File: config.mk
export PLATFORM = sky130hd
export DESIGN_NAME = pbe_ram
export DESIGN_NICKNAME = d
export VERILOG_FILES = /design/src/hw/rtl/piecewise_bezier_evaluator_macros.svh /design/src/hw/rtl/pbe_ram.sv
export SDC_FILE = /design/constraint.sdc
export NUM_CORES = 1
export LEC_CHECK = 0
export ABC_AREA = 1
export ABC_CLOCK_PERIOD_IN_PS = 2800
export BUFFER_PORTS_ARGS = -buffer_cell sky130_fd_sc_hd__buf_2
export CORE_AREA = 2 2 198 200
export DETAILED_ROUTE_END_ITERATION = 10
export DIE_AREA = 0 0 200 202
export GPL_TIMING_DRIVEN = 0
export PLACE_DENSITY = 0.78
export REMOVE_ABC_BUFFERS = 1
export SYNTH_ARGS = -nofsm -noshare
export SYNTH_HDL_FRONTEND = slang
export SYNTH_SLANG_ARGS = --single-unit
File: constraint.sdc
create_clock -name clk -period 2.8 [get_ports clk]
set_input_delay 0.28 -clock clk [delete_from_list [all_inputs] [get_ports clk]]
set_output_delay 0.28 -clock clk [all_outputs]
set_load 0.005 [all_outputs]
File: src/hw/rtl/piecewise_bezier_evaluator_macros.svh
// Assertion macros shared by the piecewise Bezier evaluator RTL.
// No dependencies; the checks compile away when SYNTHESIS is defined.
`ifndef PIECEWISE_BEZIER_EVALUATOR_MACROS_SVH
`define PIECEWISE_BEZIER_EVALUATOR_MACROS_SVH
`ifndef SYNTHESIS
`define PBE_ASSERT_IMP(lbl, clk, rstn, ante, cons) \
  lbl: assert property (@(posedge clk) disable iff (!(rstn)) (ante) |-> (cons)) \
    else $error("assertion failed");
`define PBE_ASSERT_LAT(lbl, clk, rstn, ante, lat, cons) \
  lbl: assert property (@(posedge clk) disable iff (!(rstn)) (ante) |-> ##lat (cons)) \
    else $error("assertion failed");
`else
`define PBE_ASSERT_IMP(lbl, clk, rstn, ante, cons)
`define PBE_ASSERT_LAT(lbl, clk, rstn, ante, lat, cons)
`endif
`endif

File: src/hw/rtl/pbe_ram.sv
// Generic single-write, single-read RAM with registered read data.
// No dependencies.
module pbe_ram #(
  parameter int W = 32,
  parameter int D = 16
) (
  input  logic                                clk,
  input  logic                                we,
  input  logic [((D > 1) ? $clog2(D) : 1)-1:0] waddr,
  input  logic [W-1:0]                        wdata,
  input  logic [((D > 1) ? $clog2(D) : 1)-1:0] raddr,
  output logic [W-1:0]                        rdata
);
  logic [W-1:0] mem [D];
  logic [W-1:0] rdata_r;

  // write port and registered read port
  always_ff @(posedge clk) begin
    if (we) begin
      mem[waddr] <= wdata;
    end
    rdata_r <= mem[raddr];
  end

  assign rdata = rdata_r;
endmodule

**Yosys cells after proc, flatten, opt, wreduce, memory -nomap -nowiden**

Memory sizes are Yosys's and may differ from the RTL's. A register that Yosys moved wholly into a read port is not among the register bits.
Cells that the tools add are included.

- Bits in registers: 0
- Memory bits (writable): 512
- Memories kept: 1
- Logic and storage cells: 3

- Multiplexer cells: 2

Memories:

| name | words | width | rd ports | clocked after memory_dff | wr ports | RTL line | source |
|---|---|---|---|---|---|---|---|
| mem | 16 | 32 | 1 | 1 | 1 | pbe_ram.sv:14 | `logic [W-1:0] mem [D];` |

Operators by type and width:

| operator | count |
|---|---|
| 1-bit two-way mux | 2 |

**Logic depth before layout (Yosys ltp)**

- Word-level depth: 2
- Depth in mapped cells: 10
- Depth with buffers taken out: 7

**Worst setup path before layout**

Ideal clock, no wire load.

- Kind: input to register
- Start point: in waddr[2] in the netlist's numbering
- End point: mem mem[10][0] (enable)
- Path slack: 0.527 ns
- Cell stages on the path: 2
- Data arrival time: 1.852 ns
- Path through: nand3b_1 > nor2_1

RTL lines:

| element | RTL line | source |
|---|---|---|
| from (decl) | pbe_ram.sv:9 | `input logic [((D > 1) ? $clog2(D) : 1)-1:0] waddr,` |
| to (decl) | pbe_ram.sv:14 |  |

Straight into the memory's write port.

==> results by group <==
Logic synthesis
  – Most numerous cell in the Yosys netlist: nand2_1
  – Mean post-synth cell area: 10.7 sq um
  – Top cell type's share of synthesized area: 67.6%
  – Dominant cells by area after synthesis: edfxtp_1 (68%), nand2_1 (11%), nand3_1 (8.5%), inv_1 (6.4%), dfxtp_1 (2.8%)
  – Cell count after synthesis: roughly 2100
  – Compound-Gate Fraction of Synth Area: 0%
  – Top cell type by total area after synthesis: edfxtp_1
  – Mapped Area: 0.0227 sq mm
  – Mux contribution to synthesized area: 0%
  – Synthesized flop and latch total: 544
  – EDFF count, synth: 512
  – Synth Area in Simple Gates: between 20 and 25%
  – Synth Area in Adders: 0%
  – Main synth FF type: edfxtp_1
  – Main combinational cell family by area after synthesis: simple AND/OR/NAND/NOR gates
  – Synth async-reset ratio: 0%
  – Top post-synthesis cells by count: nand2_1 (677), edfxtp_1 (512), inv_1 (388)
  – Distinct cells, synth: 15
  – Post-synthesis sequential area ratio: 70.5%
  – Post-synthesis xor/xnor area fraction: 0%
  – Synth warn: 0

Power and ir drop
  – Maximum VDD drop: ~470 uV
  – Total power: 16.7 mW
  – Leakage: ~11 nW
  – Power per cell area: roughly 660 mW/mm^2

Routing
  – Highest metal used: met5
  – ANT nets after route: 0
  – Via-per-instance ratio: around 5.4
  – First drt pass iteration count: 8
  – Wirelength per Cell: 18.7 microns
  – Drt total wl: slightly above 50000 microns
  – Routed via count: 14700
  – Met1 WL: 18400 microns
  – DR iter-0 viols: ~1600
  – DR WL met3: 4930 microns
  – DRC violations left: 0
  – Routed wl met2: about 26000 microns

Clock network
  – Post-CTS sizing: 0
  – Worst skew pair latency: 570 ps
  – Setup bufs post-CTS: 0
  – Clk sinks: ~540
  – Worst-path clk slew: 60 ps
  – Root Driver: clkbuf_16
  – TritonCTS clock tree: built
  – Clock Path Buffers: 3
  – H-tree levels: 2
  – CTS buffer count: 52
  – CTS hold repair buffers: 0

Min path
  – Cells on Worst Hold Path: 1
  – HP Class: input port to register

Setup path
  – Critical path arrival: roughly 3000 ps
  – Critical path class: input port to register
  – CP Capture Type: register
  – Crit Path Max Fanout: approximately 150
  – Critical Path RT: 3250 ps
  – Critical Path Start Type: input port
  – R2R depth: 6

STA
  – Fmax: between 300 and 400 MHz
  – RSZ-0062 raised after global routing: false
  – Hold Fails Final Rpt: 0
  – Max Slew Vio Count: 0
  – Final worst slack: approximately 200 ps
  – Slew headroom: between 20% and 30%
  – Tmin final: ~2600 ps
  – Worst-margin pin slew: about 1100 ps
  – Final worst-path cycle share: around 93%
  – Worst clock skew: about 13 ps
  – Setup violators final: 0
  – Setup TNS: 0 ps

Run
  – MaxCap Viol Count: 0

Floorplan
  – Top-Level Pins: between 70 and 80
  – Core area: approximately 0.038 sq mm
  – Row count: a little over 70
  – Die width: 200 microns
  – Initial core utilization: between 50% and 60%
  – Die area: roughly 0.040 sq mm
  – Die height: around 200 microns

Global routing
  – GRT Overall Usage: between 20% and 30%
  – Total gr overflow: 0
  – Largest net degree at the start of global routing: ~150
  – Vias in the first global route: 14400
  – First-pass GRT wire length: 78500 microns
  – Initial antenna violation count: 1

Cells and area
  – Area growth from synthesis to layout: 11.5%
  – Share of layout cells above drive strength 1: 8.80%
  – Fill cell count: 2622
  – Total Nets Final: 2207

Outcome
  – Status: finished, final reports clean

Placement
  – Place WS: -207 ps
  – IO Port Bufs: between 70 and 80
  – Post-detail-place hpwl: 26600 microns
  – GP Congestion: around 0.76
## sequential cells by signal, summed over array words and instances (netlist names)
name   count
mem      512
rdata     32
## final cells by class
class / count / area (sq um) / area share (%)
clock inverter: 35 / 209 / 0.825
inverter: 390 / 1480 / 5.84
clock buffer: 59 / 1380 / 5.44
sequential: 544 / 16000 / 63.2
multi-input combinational: 1081 / 4670 / 18.4
timing repair buffer: 96 / 935 / 3.69
antenna: 1 / 2.50 / 0.00988
tap: 518 / 648 / 2.56
## through the flow
| step | instance area, sq um | std cells | util [%] | hold WS (ps) |
|---|---|---|---|---|
| finish | 25300 | 2724 | 66.2 | 75.4 |
| global route | 25300 | 2723 | 66.2 | 71.4 |
| CTS | 25300 | 2723 | 66.2 | 56.1 |
| detailed placement | 23700 | 2629 | 62.0 | 640 |
| global placement | 23000 | 2606 | 60.2 | 631 |
| floorplan | 22000 | 2015 | - | 379 |
## worst paths after layout
kind                    start    endpoint  slack (ps)
setup reg to reg  mem[11][27]   rdata[27]        1600
setup / recovery     raddr[0]   rdata[27]         200
hold reg to reg   mem[14][28]   rdata[28]         650
hold / removal      wdata[15]  mem[5][15]          80
## per-layer routing
layer | track usage [%] | vias up
met1 | 32.9 | 6807
met2 | 44.3 | 806
met4 | 11.9 | 2
met5 | 0 | -
li1 | - | 6926
met3 | 3.92 | 177
## cells by family after synthesis
| family | count (synthesis) |
|---|---|
| buffers and inverters | 495 |
| and+or+nand+nor | 1081 |
| DFF | 544 |
## cell usage in the layout (no fill, tap or decap), drive strengths merged
cell type / synthesis / routed
diode: 0 / 1
edfxtp: 512 / 512
nand3b: 2 / 2
nand3: 385 / 385
clkinv: 0 / 33
nor2: 17 / 17
nand2: 677 / 677
clkbuf: 14 / 59
inv: 390 / 390
dfxtp: 32 / 32
bufinv: 0 / 2
buf: 91 / 96
## power breakdown
part	internal (mW)	leakage [nW]	switching [mW]
clock	3.69	0.805	2.85
combinational	0.305	5.10	0.727
sequential	9.10	4.90	0.0485
## worst max-delay path, cell delays in order
cell,delay [ps]
buf_8,450
buf_16,460
inv_8,440
buf_16,410
nand2_1,160
nand2_1,60
nand2_1,80
nand3_1,130
nand3_1,160
nand2_1,90
(Power assumes the default switching activity.)
